$ cat config.mk
export PLATFORM = sky130hd
export DESIGN_NAME = nal_unit_start_code_indexer_core_flat
export DESIGN_NICKNAME = d
export VERILOG_FILES = /design/src/rtl/nsci_pkg.sv /design/src/rtl/nsci_ifs.sv /design/src/rtl/nal_unit_start_code_indexer_core.sv /design/src/flat_wrapper.sv
export VERILOG_INCLUDE_DIRS = /design/src /design/src/rtl
export SDC_FILE = /design/constraint.sdc
export NUM_CORES = 1
export LEC_CHECK = 0
export ABC_CLOCK_PERIOD_IN_PS = 5050
export BUFFER_PORTS_ARGS = -buffer_cell sky130_fd_sc_hd__buf_2
export CORE_MARGIN = 2
export CORE_UTILIZATION = 27
export DETAILED_ROUTE_END_ITERATION = 10
export PLACE_DENSITY = 0.52
export SETUP_SLACK_MARGIN = 0.15
export SYNTH_ARGS = -nofsm -noshare
export SYNTH_HDL_FRONTEND = slang
export SYNTH_SLANG_ARGS = --single-unit
$ cat constraint.sdc
create_clock -name clk -period 5.05 [get_ports clk]
set_clock_uncertainty 0.15 [all_clocks]
set_input_delay 1.01 -clock clk [delete_from_list [all_inputs] [get_ports clk]]
set_output_delay 1.01 -clock clk [all_outputs]
set_load 0.02 [all_outputs]
$ cat src/rtl/nal_unit_start_code_indexer_core_macros.svh
// Assertion macros for the start code indexer RTL.
// Included by files that carry concurrent checks; no other dependencies.
// Each macro expects signals named clk and rst_n in the including scope.
`ifndef NAL_UNIT_START_CODE_INDEXER_CORE_MACROS_SVH
`define NAL_UNIT_START_CODE_INDEXER_CORE_MACROS_SVH

`ifndef SYNTH

// Consequent must hold in the same cycle as the antecedent.
`define NSCI_ASSERT_SAME(label, ante, cons) \
    label: assert property (@(posedge clk) disable iff (!rst_n) (ante) |-> (cons)) \
        else $error("nsci assertion failed");

// Consequent must hold in the cycle after the antecedent.
`define NSCI_ASSERT_NEXT(label, ante, cons) \
    label: assert property (@(posedge clk) disable iff (!rst_n) (ante) |=> (cons)) \
        else $error("nsci assertion failed");

`else

`define NSCI_ASSERT_SAME(label, ante, cons)
`define NSCI_ASSERT_NEXT(label, ante, cons)

`endif

`endif

$ cat src/rtl/nsci_pkg.sv
// Shared types and constants for the Annex B start code indexer.
// No dependencies; used by the interfaces and the top level.
package nsci_pkg;

    localparam int DEFAULT_LENGTH_WIDTH = 24;
    localparam int DEFAULT_OFFSET_WIDTH = 32;

    // Fixed widths of the descriptor fields
    localparam int UNIT_OFFSET_W = 32;
    localparam int UNIT_LENGTH_W = 24;

    localparam int APB_DATA_W = 32;
    localparam int APB_ADDR_W = 3;

    typedef enum logic [0:0] {
        REG_CODEC_SELECT        = 1'b0,
        REG_PARAMETER_SETS_ONLY = 1'b1
    } cfg_reg_t;

    typedef enum logic [0:0] {
        CODEC_H264 = 1'b0,
        CODEC_H265 = 1'b1
    } codec_t;

    localparam logic [2:0] SC_LEN_SHORT = 3'd3;
    localparam logic [2:0] SC_LEN_LONG  = 3'd4;

    localparam logic [1:0] ZERO_RUN_MAX = 2'd3;
    localparam logic [1:0] ZERO_RUN_CODE = 2'd2;

    localparam logic [7:0] BYTE_ZERO = 8'h00;
    localparam logic [7:0] BYTE_ONE  = 8'h01;

    localparam logic [5:0] H264_TYPE_SPS = 6'd7;
    localparam logic [5:0] H264_TYPE_PPS = 6'd8;
    localparam logic [5:0] H265_TYPE_VPS = 6'd32;
    localparam logic [5:0] H265_TYPE_PPS = 6'd34;

    localparam logic [1:0] HDR_POS_NONE  = 2'd0;
    localparam logic [1:0] HDR_POS_FIRST = 2'd1;
    localparam logic [1:0] HDR_POS_BOTH  = 2'd2;

endpackage

$ cat src/rtl/nsci_ifs.sv
// Valid/ready channel interfaces for the start code indexer.
// Depends on nsci_pkg for the descriptor field widths.
interface nsci_byte_if;
    logic       valid;
    logic       ready;
    logic [7:0] data_byte;
    logic       restart;

    modport source (output valid, output data_byte, output restart, input ready);
    modport sink   (input valid, input data_byte, input restart, output ready);
endinterface

interface nsci_desc_if;
    logic                               valid;
    logic                               ready;
    logic [nsci_pkg::UNIT_OFFSET_W-1:0] unit_offset;
    logic [nsci_pkg::UNIT_LENGTH_W-1:0] unit_length;
    logic                               length_saturated;
    logic [2:0]                         start_code_length;
    logic [5:0]                         unit_type;
    logic [5:0]                         priority_or_layer;
    logic [2:0]                         temporal_id;
    logic                               is_parameter_set;

    modport source (
        output valid, output unit_offset, output unit_length, output length_saturated,
        output start_code_length, output unit_type, output priority_or_layer,
        output temporal_id, output is_parameter_set, input ready
    );
    modport sink (
        input valid, input unit_offset, input unit_length, input length_saturated,
        input start_code_length, input unit_type, input priority_or_layer,
        input temporal_id, input is_parameter_set, output ready
    );
endinterface

$ cat src/rtl/nal_unit_start_code_indexer_core.sv
// Top level of the Annex B start code indexer: byte input, descriptor output, APB registers.
// Depends on nsci_pkg, nsci_ifs.sv and nal_unit_start_code_indexer_core_macros.svh.
//
//   port     | direction | carries
//   ---------+-----------+-------------------------------------------------
//   stream   | sink      | one stream byte and a restart flag per request
//   desc     | source    | one descriptor per closed, unfiltered unit
//   apb      | slave     | codec_select at 0x0, parameter_sets_only at 0x4
//
// One byte per cycle sustained. A byte is captured in the input register; when it advances,
// the scanner state and the descriptor register update together: the request that closes a
// unit passes the input register, then its descriptor is loaded into the descriptor register.
// Reset clears the scanner state, the stream offset and both valid flags; no clearing pass.
// A descriptor held by desc.ready low stalls a full input register, and stream.ready drops.
`include "nal_unit_start_code_indexer_core_macros.svh"

module nal_unit_start_code_indexer_core #(
    parameter int LENGTH_WIDTH = nsci_pkg::DEFAULT_LENGTH_WIDTH,
    parameter int OFFSET_WIDTH = nsci_pkg::DEFAULT_OFFSET_WIDTH
) (
    input  logic                            clk,
    input  logic                            rst_n,
    nsci_byte_if.sink                       stream,
    nsci_desc_if.source                     desc,
    input  logic                            psel,
    input  logic                            penable,
    input  logic                            pwrite,
    input  logic [nsci_pkg::APB_ADDR_W-1:0] paddr,
    input  logic [nsci_pkg::APB_DATA_W-1:0] pwdata,
    output logic [nsci_pkg::APB_DATA_W-1:0] prdata,
    output logic                            pready
);
    import nsci_pkg::*;

    localparam logic [LENGTH_WIDTH-1:0] LENGTH_MAX = {LENGTH_WIDTH{1'b1}};

    // Configuration registers
    logic     codec_select_reg;
    logic     ps_only_reg;
    cfg_reg_t cfg_index;
    logic     cfg_write;

    // Input register
    logic       in_valid_reg;
    logic [7:0] in_byte_reg;
    logic       in_restart_reg;

    // Scanner state
    logic [1:0]              zero_run_reg,     zero_run_next;
    logic                    inside_reg,       inside_next;
    logic [OFFSET_WIDTH-1:0] start_offset_reg, start_offset_next;
    logic [LENGTH_WIDTH-1:0] length_reg,       length_next;
    logic [2:0]              code_len_reg,     code_len_next;
    logic                    saturated_reg,    saturated_next;
    logic [1:0]              hdr_pos_reg,      hdr_pos_next;
    logic [15:0]             hdr_bytes_reg,    hdr_bytes_next;
    logic [OFFSET_WIDTH-1:0] stream_offset_reg;

    // Descriptor register
    logic                     out_valid_reg, out_valid_next;
    logic [UNIT_OFFSET_W-1:0] out_offset_reg;
    logic [UNIT_LENGTH_W-1:0] out_length_reg;
    logic                     out_saturated_reg;
    logic [2:0]               out_code_len_reg;
    logic [5:0]               out_type_reg;
    logic [5:0]               out_prio_reg;
    logic [2:0]               out_tid_reg;
    logic                     out_ps_reg;

    // Working signals
    logic                    out_free;
    logic                    advance;
    logic [1:0]              zr_eff;
    logic                    inside_eff;
    logic [LENGTH_WIDTH-1:0] length_eff;
    logic                    saturated_eff;
    logic [1:0]              hdr_pos_eff;
    logic [15:0]             hdr_bytes_eff;
    logic                    is_start;
    logic [2:0]              code_len;
    logic                    do_grow;
    logic [2:0]              grow_amt;
    logic [LENGTH_WIDTH:0]   grow_sum;
    logic [LENGTH_WIDTH-1:0] grown_length;
    logic                    grown_sat;
    logic [7:0]              hb0;
    logic [7:0]              hb1;
    logic [5:0]              dec_type;
    logic [5:0]              dec_prio;
    logic [2:0]              dec_tid;
    logic                    dec_ps;
    logic                    emit;

    // ---------------- configuration port ----------------
    assign pready    = 1'b1;
    assign cfg_index = cfg_reg_t'(paddr[2]);
    assign cfg_write = psel && penable && pwrite && pready;

    always_comb
    begin
        unique case (cfg_index)
            REG_CODEC_SELECT:        prdata = {{(APB_DATA_W-1){1'b0}}, codec_select_reg};
            REG_PARAMETER_SETS_ONLY: prdata = {{(APB_DATA_W-1){1'b0}}, ps_only_reg};
            default:                 prdata = '0;
        endcase
    end

    always_ff @(posedge clk or negedge rst_n)
    begin
        if (!rst_n)
        begin
            codec_select_reg <= 1'b0;
            ps_only_reg      <= 1'b0;
        end
        else if (cfg_write)
        begin
            unique case (cfg_index)
                REG_CODEC_SELECT:        codec_select_reg <= pwdata[0];
                REG_PARAMETER_SETS_ONLY: ps_only_reg      <= pwdata[0];
                default:                 ;
            endcase
        end
    end

    // ---------------- handshake ----------------
    assign out_free     = !out_valid_reg || desc.ready;
    assign advance      = in_valid_reg && out_free;
    assign stream.ready = !in_valid_reg || out_free;

    always_ff @(posedge clk or negedge rst_n)
    begin
        if (!rst_n)
            in_valid_reg <= 1'b0;
        else if (stream.ready)
            in_valid_reg <= stream.valid;
    end

    always_ff @(posedge clk)
    begin
        if (stream.ready && stream.valid)
        begin
            in_byte_reg    <= stream.data_byte;
            in_restart_reg <= stream.restart;
        end
    end

    // ---------------- scanner ----------------
    // Restart drops the unit in progress before the byte is looked at
    always_comb
    begin
        zr_eff        = in_restart_reg ? 2'd0 : zero_run_reg;
        inside_eff    = in_restart_reg ? 1'b0 : inside_reg;
        length_eff    = in_restart_reg ? '0 : length_reg;
        saturated_eff = in_restart_reg ? 1'b0 : saturated_reg;
        hdr_pos_eff   = in_restart_reg ? HDR_POS_NONE : hdr_pos_reg;
        hdr_bytes_eff = in_restart_reg ? 16'h0000 : hdr_bytes_reg;
    end

    assign is_start = (in_byte_reg == BYTE_ONE) && (zr_eff >= ZERO_RUN_CODE);
    assign code_len = (zr_eff == ZERO_RUN_MAX) ? SC_LEN_LONG : SC_LEN_SHORT;

    // Header decode of the unit being closed
    assign hb0 = hdr_bytes_eff[15:8];
    assign hb1 = hdr_bytes_eff[7:0];

    always_comb
    begin
        unique case (codec_t'(codec_select_reg))
            CODEC_H265:
            begin
                dec_type = hb0[6:1];
                dec_prio = {hb0[0], hb1[7:3]};
                dec_tid  = hb1[2:0];
                dec_ps   = (dec_type >= H265_TYPE_VPS) && (dec_type <= H265_TYPE_PPS);
            end
            default:
            begin
                dec_type = {1'b0, hb0[4:0]};
                dec_prio = {4'b0000, hb0[6:5]};
                dec_tid  = 3'd0;
                dec_ps   = (dec_type == H264_TYPE_SPS) || (dec_type == H264_TYPE_PPS);
            end
        endcase
    end

    assign emit = is_start && inside_eff && !(ps_only_reg && !dec_ps);

    // Zeros stay pending until a nonzero byte, or the oldest one falls out of a full run
    always_comb
    begin
        do_grow  = 1'b0;
        grow_amt = 3'd1;
        if (!is_start && inside_eff)
        begin
            if (in_byte_reg != BYTE_ZERO)
            begin
                do_grow  = 1'b1;
                grow_amt = 3'({1'b0, zr_eff} + 3'd1);
            end
            else if (zr_eff == ZERO_RUN_MAX)
            begin
                do_grow = 1'b1;
            end
        end
    end

    assign grow_sum     = {1'b0, length_eff} + (LENGTH_WIDTH+1)'(grow_amt);
    assign grown_length = grow_sum[LENGTH_WIDTH] ? LENGTH_MAX : grow_sum[LENGTH_WIDTH-1:0];
    assign grown_sat    = saturated_eff || grow_sum[LENGTH_WIDTH];

    always_comb
    begin
        zero_run_next     = zr_eff;
        inside_next       = inside_eff;
        start_offset_next = start_offset_reg;
        length_next       = length_eff;
        code_len_next     = in_restart_reg ? 3'd0 : code_len_reg;
        saturated_next    = saturated_eff;
        hdr_pos_next      = hdr_pos_eff;
        hdr_bytes_next    = hdr_bytes_eff;

        if (is_start)
        begin
            // Open a new unit; the start code always fits the counter
            inside_next       = 1'b1;
            start_offset_next = stream_offset_reg - OFFSET_WIDTH'(code_len) + OFFSET_WIDTH'(1);
            length_next       = LENGTH_WIDTH'(code_len);
            saturated_next    = 1'b0;
            code_len_next     = code_len;
            hdr_pos_next      = HDR_POS_NONE;
            hdr_bytes_next    = 16'h0000;
            zero_run_next     = 2'd0;
        end
        else
        begin
            if (inside_eff)
            begin
                priority if (hdr_pos_eff == HDR_POS_NONE)
                begin
                    hdr_bytes_next[15:8] = in_byte_reg;
                    hdr_pos_next         = HDR_POS_FIRST;
                end
                else if (hdr_pos_eff == HDR_POS_FIRST)
                begin
                    hdr_bytes_next[7:0] = in_byte_reg;
                    hdr_pos_next        = HDR_POS_BOTH;
                end
                else
                begin
                    // both header bytes captured: hold them
                    hdr_pos_next = hdr_pos_eff;
                end
            end
            if (do_grow)
            begin
                length_next    = grown_length;
                saturated_next = grown_sat;
            end
            if (in_byte_reg != BYTE_ZERO)
                zero_run_next = 2'd0;
            else if (zr_eff != ZERO_RUN_MAX)
                zero_run_next = zr_eff + 2'd1;
        end
    end

    always_ff @(posedge clk or negedge rst_n)
    begin
        if (!rst_n)
        begin
            zero_run_reg      <= 2'd0;
            inside_reg        <= 1'b0;
            start_offset_reg  <= '0;
            length_reg        <= '0;
            code_len_reg      <= 3'd0;
            saturated_reg     <= 1'b0;
            hdr_pos_reg       <= HDR_POS_NONE;
            hdr_bytes_reg     <= 16'h0000;
            stream_offset_reg <= '0;
        end
        else if (advance)
        begin
            zero_run_reg      <= zero_run_next;
            inside_reg        <= inside_next;
            start_offset_reg  <= start_offset_next;
            length_reg        <= length_next;
            code_len_reg      <= code_len_next;
            saturated_reg     <= saturated_next;
            hdr_pos_reg       <= hdr_pos_next;
            hdr_bytes_reg     <= hdr_bytes_next;
            stream_offset_reg <= stream_offset_reg + OFFSET_WIDTH'(1);
        end
    end

    // ---------------- descriptor register ----------------
    always_comb
    begin
        out_valid_next = out_valid_reg;
        if (advance && emit)
            out_valid_next = 1'b1;
        else if (desc.ready)
            out_valid_next = 1'b0;
    end

    always_ff @(posedge clk or negedge rst_n)
    begin
        if (!rst_n)
            out_valid_reg <= 1'b0;
        else
            out_valid_reg <= out_valid_next;
    end

    always_ff @(posedge clk)
    begin
        if (advance && emit)
        begin
            out_offset_reg    <= UNIT_OFFSET_W'(start_offset_reg);
            out_length_reg    <= UNIT_LENGTH_W'(length_eff);
            out_saturated_reg <= saturated_eff;
            out_code_len_reg  <= code_len_reg;
            out_type_reg      <= dec_type;
            out_prio_reg      <= dec_prio;
            out_tid_reg       <= dec_tid;
            out_ps_reg        <= dec_ps;
        end
    end

    assign desc.valid             = out_valid_reg;
    assign desc.unit_offset       = out_offset_reg;
    assign desc.unit_length       = out_length_reg;
    assign desc.length_saturated  = out_saturated_reg;
    assign desc.start_code_length = out_code_len_reg;
    assign desc.unit_type         = out_type_reg;
    assign desc.priority_or_layer = out_prio_reg;
    assign desc.temporal_id       = out_tid_reg;
    assign desc.is_parameter_set  = out_ps_reg;

    // ---------------- checks ----------------
    `NSCI_ASSERT_SAME(a_idle_no_length, !inside_reg, length_reg == '0)
    `NSCI_ASSERT_SAME(a_code_len_legal, inside_reg,
        code_len_reg == SC_LEN_SHORT || code_len_reg == SC_LEN_LONG)
    `NSCI_ASSERT_SAME(a_length_covers_code, inside_reg, length_reg >= LENGTH_WIDTH'(SC_LEN_SHORT))
    `NSCI_ASSERT_SAME(a_sat_at_max, saturated_reg, length_reg == LENGTH_MAX)
    `NSCI_ASSERT_NEXT(a_emit_sets_valid, advance && emit, out_valid_reg)

endmodule

$ cat src/flat_wrapper.sv
// flat-port wrapper written by rule: the top's interface ports become plain ports
module nal_unit_start_code_indexer_core_flat import nsci_pkg::*;
#(
    parameter int LENGTH_WIDTH = nsci_pkg::DEFAULT_LENGTH_WIDTH,
    parameter int OFFSET_WIDTH = nsci_pkg::DEFAULT_OFFSET_WIDTH
)
  (clk, rst_n, psel, penable, pwrite, paddr, pwdata, prdata, pready, stream_valid, stream_data_byte, stream_restart, stream_ready, desc_valid, desc_unit_offset, desc_unit_length, desc_length_saturated, desc_start_code_length, desc_unit_type, desc_priority_or_layer, desc_temporal_id, desc_is_parameter_set, desc_ready);
  nsci_byte_if stream_i ();
  nsci_desc_if desc_i ();
  input  logic clk;
  input  logic rst_n;
  input  logic psel;
  input  logic penable;
  input  logic pwrite;
  input  logic [nsci_pkg::APB_ADDR_W-1:0] paddr;
  input  logic [nsci_pkg::APB_DATA_W-1:0] pwdata;
  output logic [nsci_pkg::APB_DATA_W-1:0] prdata;
  output logic pready;
  input wire logic [$bits(stream_i.valid)-1:0] stream_valid;
  input wire logic [$bits(stream_i.data_byte)-1:0] stream_data_byte;
  input wire logic [$bits(stream_i.restart)-1:0] stream_restart;
  output wire logic [$bits(stream_i.ready)-1:0] stream_ready;
  output wire logic [$bits(desc_i.valid)-1:0] desc_valid;
  output wire logic [$bits(desc_i.unit_offset)-1:0] desc_unit_offset;
  output wire logic [$bits(desc_i.unit_length)-1:0] desc_unit_length;
  output wire logic [$bits(desc_i.length_saturated)-1:0] desc_length_saturated;
  output wire logic [$bits(desc_i.start_code_length)-1:0] desc_start_code_length;
  output wire logic [$bits(desc_i.unit_type)-1:0] desc_unit_type;
  output wire logic [$bits(desc_i.priority_or_layer)-1:0] desc_priority_or_layer;
  output wire logic [$bits(desc_i.temporal_id)-1:0] desc_temporal_id;
  output wire logic [$bits(desc_i.is_parameter_set)-1:0] desc_is_parameter_set;
  input wire logic [$bits(desc_i.ready)-1:0] desc_ready;
  assign stream_i.valid = stream_valid;
  assign stream_i.data_byte = stream_data_byte;
  assign stream_i.restart = stream_restart;
  assign stream_ready = stream_i.ready;
  assign desc_valid = desc_i.valid;
  assign desc_unit_offset = desc_i.unit_offset;
  assign desc_unit_length = desc_i.unit_length;
  assign desc_length_saturated = desc_i.length_saturated;
  assign desc_start_code_length = desc_i.start_code_length;
  assign desc_unit_type = desc_i.unit_type;
  assign desc_priority_or_layer = desc_i.priority_or_layer;
  assign desc_temporal_id = desc_i.temporal_id;
  assign desc_is_parameter_set = desc_i.is_parameter_set;
  assign desc_i.ready = desc_ready;
  nal_unit_start_code_indexer_core #(.LENGTH_WIDTH(LENGTH_WIDTH), .OFFSET_WIDTH(OFFSET_WIDTH)) u_core (.clk(clk), .rst_n(rst_n), .stream(stream_i), .desc(desc_i), .psel(psel), .penable(penable), .pwrite(pwrite), .paddr(paddr), .pwdata(pwdata), .prdata(prdata), .pready(pready));
endmodule
==> results of run 1 <==
-- metal layers --
metal,share of wire,vias up,track usage
met5,0,-,0
met3,0.034,40,0.0210
met1,0.44,3571,0.146
li1,-,3691,-
met2,0.50,169,0.214
met4,0.024,0,0.0457
-- where the power goes --
group	internal, uW	switching [uW]
clock	812	648
combinational	218	332
sequential	1720	58.2
-- layout by cell type, fill, tap and decap left out, types with 4 or more instances in the layout --
cell and count:
xnor2_1 41, a21oi_1 40, o21a_1 7, nor2b_1 25, clkbuf_16 17, inv_1 49
nor4_1 7, o31ai_1 7, nand2_1 120, a31oi_1 6, buf_2 95, buf_4 10
inv_8 4, nand3_1 35, o22a_1 4, and4_1 5, and2_1 21, a21o_1 12
conb_1 32, nand4_1 15, edfxtp_1 84, mux2i_1 9, nand2b_1 11, xor2_1 17
o311ai_0 4, ha_1 70, o21ai_0 65, o211ai_1 9, dfrtp_1 115, and3_1 12
nor2_1 52, nor3_1 16, a22o_1 15
-- per-stage QoR --
step / hold slack, ns / cell area [um^2] / util
2_1_floorplan: 0.275 / 10700 / -
6_report: 0.301 / 12200 / 0.315
3_5_place_dp: 0.280 / 11600 / 0.299
4_1_cts: 0.302 / 12200 / 0.315
3_3_place_gp: 0.283 / 11600 / 0.299
5_1_grt: 0.307 / 12200 / 0.315
-- cells by family after synthesis --
| family | Yosys count | synth area share |
|---|---|---|
| and+or+nand+nor | 345 | 0.164 |
| AOI/OAI and AO/OA | 204 | 0.129 |
| DFF | 199 | 0.510 |
| buffers and inverters | 113 | 0.0520 |
| adders and majority gates | 72 | 0.0865 |
| xor gates and xnor gates | 58 | 0.0480 |
| muxes | 10 | 0.00957 |
| other | 2 | 0.000709 |
-- final cells by class --
cell class,instances,share of cell area
well taps,518,0.0532
repair buffers,106,0.0468
multi-input cells,721,0.390
inverters,49,0.0151
flip-flops and latches,199,0.443
clock inverters,13,0.0150
clock buffers,19,0.0363
-- critical path: stages, from the launching register on --
cell and delay, ns:
edfxtp_1 0.44, nand2b_1 0.19, inv_1 0.11, ha_1 0.18
inv_1 0.10, ha_1 0.34, ha_1 0.32, a211oi_1 0.33
o211ai_1 0.20, a221oi_2 0.53, a21oi_1 0.18, a211oi_2 0.38
nor3_1 0.08, o32a_1 0.28
-- worst paths after layout --
check / to / slack, ns
max: u_core.start_offset_reg[30] / 1.12
min: u_core.desc.unit_offset[24] / 0.30
min reg2reg: u_core.desc.unit_offset[24] / 0.30
max reg2reg: u_core.start_offset_reg[30] / 1.12
max in group asynchronous: u_core.start_offset_reg[6] / 3.39
min in group asynchronous: u_core.ps_only_reg / 0.42
==> results.md, run 1 <==
- Synth top area cells: dfrtp_1 (27%), edfxtp_1 (24%), ha_1 (8.3%), nand2_1 (4.3%), xnor2_1 (3.4%)
- Max-Cap Viols: 0
- Hold Path Stages: 0
- Non-filler cells, final: 1625
- Pwr dens: 311 nW/um^2
- Pleak: 0.00546 uW
- Reg2reg path depth: 13
- Core area: 38600 um^2
- Crit start category: flip-flop
- Antenna diodes: 0
- FMAX: 0.254 GHz
- Final ANT Viol Nets: 0
- Most frequent cells after synthesis: nand2_1 (121), dfrtp_1 (115), edfxtp_1 (84)
- Post_cts resized: 0
- EDFF count, synth: 84
- Launch point of the worst reg-to-reg path: u_core.in_restart_reg
- Worst Tran Pin Value: 0.618 ns
- Vias: 7471
- Routed WL: 24200 um
- Port-buffer cells: 96
- Post-Syn Instances: 1003
- Post-CTS setup buffers: 0
- Count of cell types in the netlist: 69
- RSZ-0062 raised after global routing: no
- Largest net degree at the start of global routing: 53
- Grt total ovfl: 0
- Nets: 1217
- Arr. time, crit path: 4.11 ns
- Slew Viols, Final: 0
- CTS buffer count: 17
- Starting Density: 0.274
- Synth Flop Type: dfrtp_1
- Final WS setup: 1.12 ns
- CP Capture Type: flip-flop
- DP Worst Slack: 1.09 ns
- Hold Buf Count CTS: 0
- Share of post-route cells with drive strength above 1: 0.141
- Synth area leader: dfrtp_1
- Most frequent cell after synthesis: nand2_1
- Setup Viol. Count Final: 0
- Post-DP HPWL: 18100 um
- Worst-Skew Late Latency: 0.44 ns
- Clock sink total: 199
- DRC viols: 0
- Worst rel slew slack: 0.584
- Initial antenna violation count: 0
- Critical path type: flip-flop to flip-flop
- Post-Syn Area: 10600 um^2
- Tot Pwr: 3790 uW
- Final hold viol count: 0
- DIE WIDTH: 202 um
- Crit-path max FO: 5
- Clock transition at path regs: 0.07 ns
- Storage element area: 5400 um^2
- Part of the cycle the worst path needs: 0.779
- Die Ht: 202 um
- Ys Warns: 0
- Hold Startpoint: u_core.start_offset_reg[24]
- Tmin final: 3.93 ns
- Worst setup startpoint: u_core.in_restart_reg
- Total track usage: 0.121
- I/O pins: 162
- Outcome: finished clean
- DIE AREA: 40800 um^2
- FILL cells: 3949
- Area Overhead vs Synth: 15.1%
- Post-synth ARST share: 0.578
- Area of the multi-input gates: 4760 um^2
- Wire per inst: 14.9 um
- DRT Pass-1 Iters: 5
- First-pass GRT wire length: 39200 um
- CTS root buffer: clkbuf_16
- Yosys top cell area share: 0.272
- Starting DRT DRC Count: 545
- H-tree Lvls: 4
- Site row count: 72
- Worst hold path class: flip-flop to flip-flop
- Yosys reg bits: 199
- Vias per Instance: 4.60
- Final Wtd Congestion: 0.872
- CTS tree: done
- Setup_tns: 0 ns
- Number of global-route vias before repair: 7448
- Mapped Avg Cell Area: 10.6 um^2
- Worst IR Drop VDD: 0.000242 V
- Inst Count DP: 1593
- Register area share after synthesis: 0.510
- Crit path required time: 5.23 ns
- CTS max path bufs: 2
No activity file was read; power rests on OpenSTA's default activity.
==> run 2: changes to the inputs <==
Settings changed: ABC_CLOCK_PERIOD_IN_PS 5050 to 4100.
Clock period 5.05 ns to 4.1 ns, I/O delays scaled along.
==> results.md, run 2 (same netlist as run 1, synthesis figures left out) <==
- Grt total ovfl: 0
- First-pass GRT wire length: 39600 um
- RSZ-0062 raised after global routing: no
- Pwr dens: 384 nW/um^2
- CP top delay family: compound AO/OA/AOI/OAI gates
- Slew Viols, Final: 0
- Most frequent cells in the layout: nand2_1 (120), dfrtp_1 (115), buf_2 (95)
- Area Overhead vs Synth: 15.7%
- Port-buffer cells: 96
- Worst hold path class: primary input to asynchronous set/reset pin
- Critical path type: flip-flop to flip-flop
- Nets: 1223
- Post-DP HPWL: 18100 um
- Crit start category: flip-flop
- Wire per inst: 14.9 um
- CTS root buffer: clkbuf_16
- DRT Pass-1 Iters: 4
- I/O pins: 162
- Number of global-route vias before repair: 7557
- Post-CTS setup buffers: 0
- FMAX: 0.274 GHz
- Outcome: finished clean
- Crit-path max FO: 5
- Vias: 7499
- DRC viols: 0
- Worst-Skew Late Latency: 0.44 ns
- H-tree Lvls: 4
- Post-route cell area: 12200 um^2
- Final ANT Viol Nets: 0
- Crit path required time: 4.30 ns
- Worst Tran Pin Value: 0.644 ns
- Part of the cycle the worst path needs: 0.891
- DIE AREA: 40800 um^2
- Final hold viol count: 0
- Total track usage: 0.121
- Most frequent CP cell: ha_1
- Placed Area: 11600 um^2
- CP Cell Sequence: nand2b_1 > inv_1 > ha_1 > inv_1 > ha_1 > ha_1 > a211oi_2 > o211ai_1 > a221oi_2 > buf_4 > a311oi_2 > o211ai_1 > a2111o_1 > o2111ai_1
- CTS tree: done
- Worst path max stage delay: 0.45 ns
- Final Wtd Congestion: 0.888
- Core area: 38600 um^2
- Routed WL: 24400 um
- Site row count: 72
- Share of post-route cells with drive strength above 1: 0.146
- Tmin final: 3.65 ns
- Clock transition at path regs: 0.07 ns
- Starting DRT DRC Count: 403
- CTS max path bufs: 2
- Worst rel slew slack: 0.571
- Setup Viol. Count Final: 0
- Commonest non-fill, non-tap cell in the layout: nand2_1
- Initial antenna violation count: 0
- Clock sink total: 199
- Max-Cap Viols: 0
- Arr. time, crit path: 3.85 ns
- Setup_tns: 0 ns
- Worst IR Drop VDD: 0.000309 V
- Antenna diodes: 0
- CTS buffer count: 17
- Crit-path slowest cell: a311oi_2
- CP Capture Type: flip-flop
- DIE WIDTH: 202 um
- Pleak: 0.00549 uW
- CP bufs+invs: 3
- Largest net degree at the start of global routing: 52
- Die Ht: 202 um
- Starting Density: 0.274
- Vias per Instance: 4.60
run 2: report_power, final:
group / switching (uW) / internal [uW] / leakage (uW)
clock network: 815 / 999 / 0.000303
registers: 72.2 / 2120 / 0.00244
logic: 417 / 278 / 0.00275
total: 1300 / 3400 / 0.00549
run 2: timing repair:
action | CTS | global route
endpoints found under the setup margin | 0 | 2
hold buffers | 0 | 0
gates resized for setup | 0 | 1
run 2: final timing paths:
check                                                  from  slack, ns                           end  cells after the start
worst max-delay path                  u_core.in_restart_reg       0.45   u_core.start_offset_reg[22]                     14
worst min register to register  u_core.start_offset_reg[27]       0.29   u_core.desc.unit_offset[27]                      0
min in group clk                u_core.start_offset_reg[27]       0.29   u_core.desc.unit_offset[27]                      0
max in group asynchronous                             rst_n       2.82  u_core.stream_offset_reg[13]                      2
worst max register to register        u_core.in_restart_reg       0.45   u_core.start_offset_reg[22]                     14
worst min-delay path                                  rst_n       0.20            u_core.ps_only_reg                      1
run 2: cell type report:
type	count	area [um^2]
well taps	518	648
clock buffers	19	443
inverters	49	184
fillers	3954	26400
multi-input cells	721	4760
flip-flops and latches	199	5400
clock inverters	13	181
repair buffers	112	628
run 2: layer usage:
layer,up-vias,part of all wire,track usage,wire length [um]
met1,3625,0.45,0.148,10900
li1,3710,-,-,-
met3,36,0.031,0.0211,750
met2,128,0.49,0.211,12000
met5,-,0,0,0
met4,0,0.032,0.0486,769
run 2: through the flow:
| stage | hold WS (ns) | std cells | utilization | power, uW | worst slack, ns |
|---|---|---|---|---|---|
| global route | 0.242 | 1631 | 0.317 | 4940 | 0.164 |
| detailed placement | 0.283 | 1599 | 0.301 | 2920 | 0.432 |
| global placement | 0.282 | 1599 | 0.301 | 2920 | 0.440 |
| finish | 0.201 | 1631 | 0.317 | 4700 | 0.447 |
| CTS | 0.221 | 1631 | 0.317 | 4750 | 0.390 |
| floorplan | 0.275 | 1033 | - | 2760 | 0.357 |
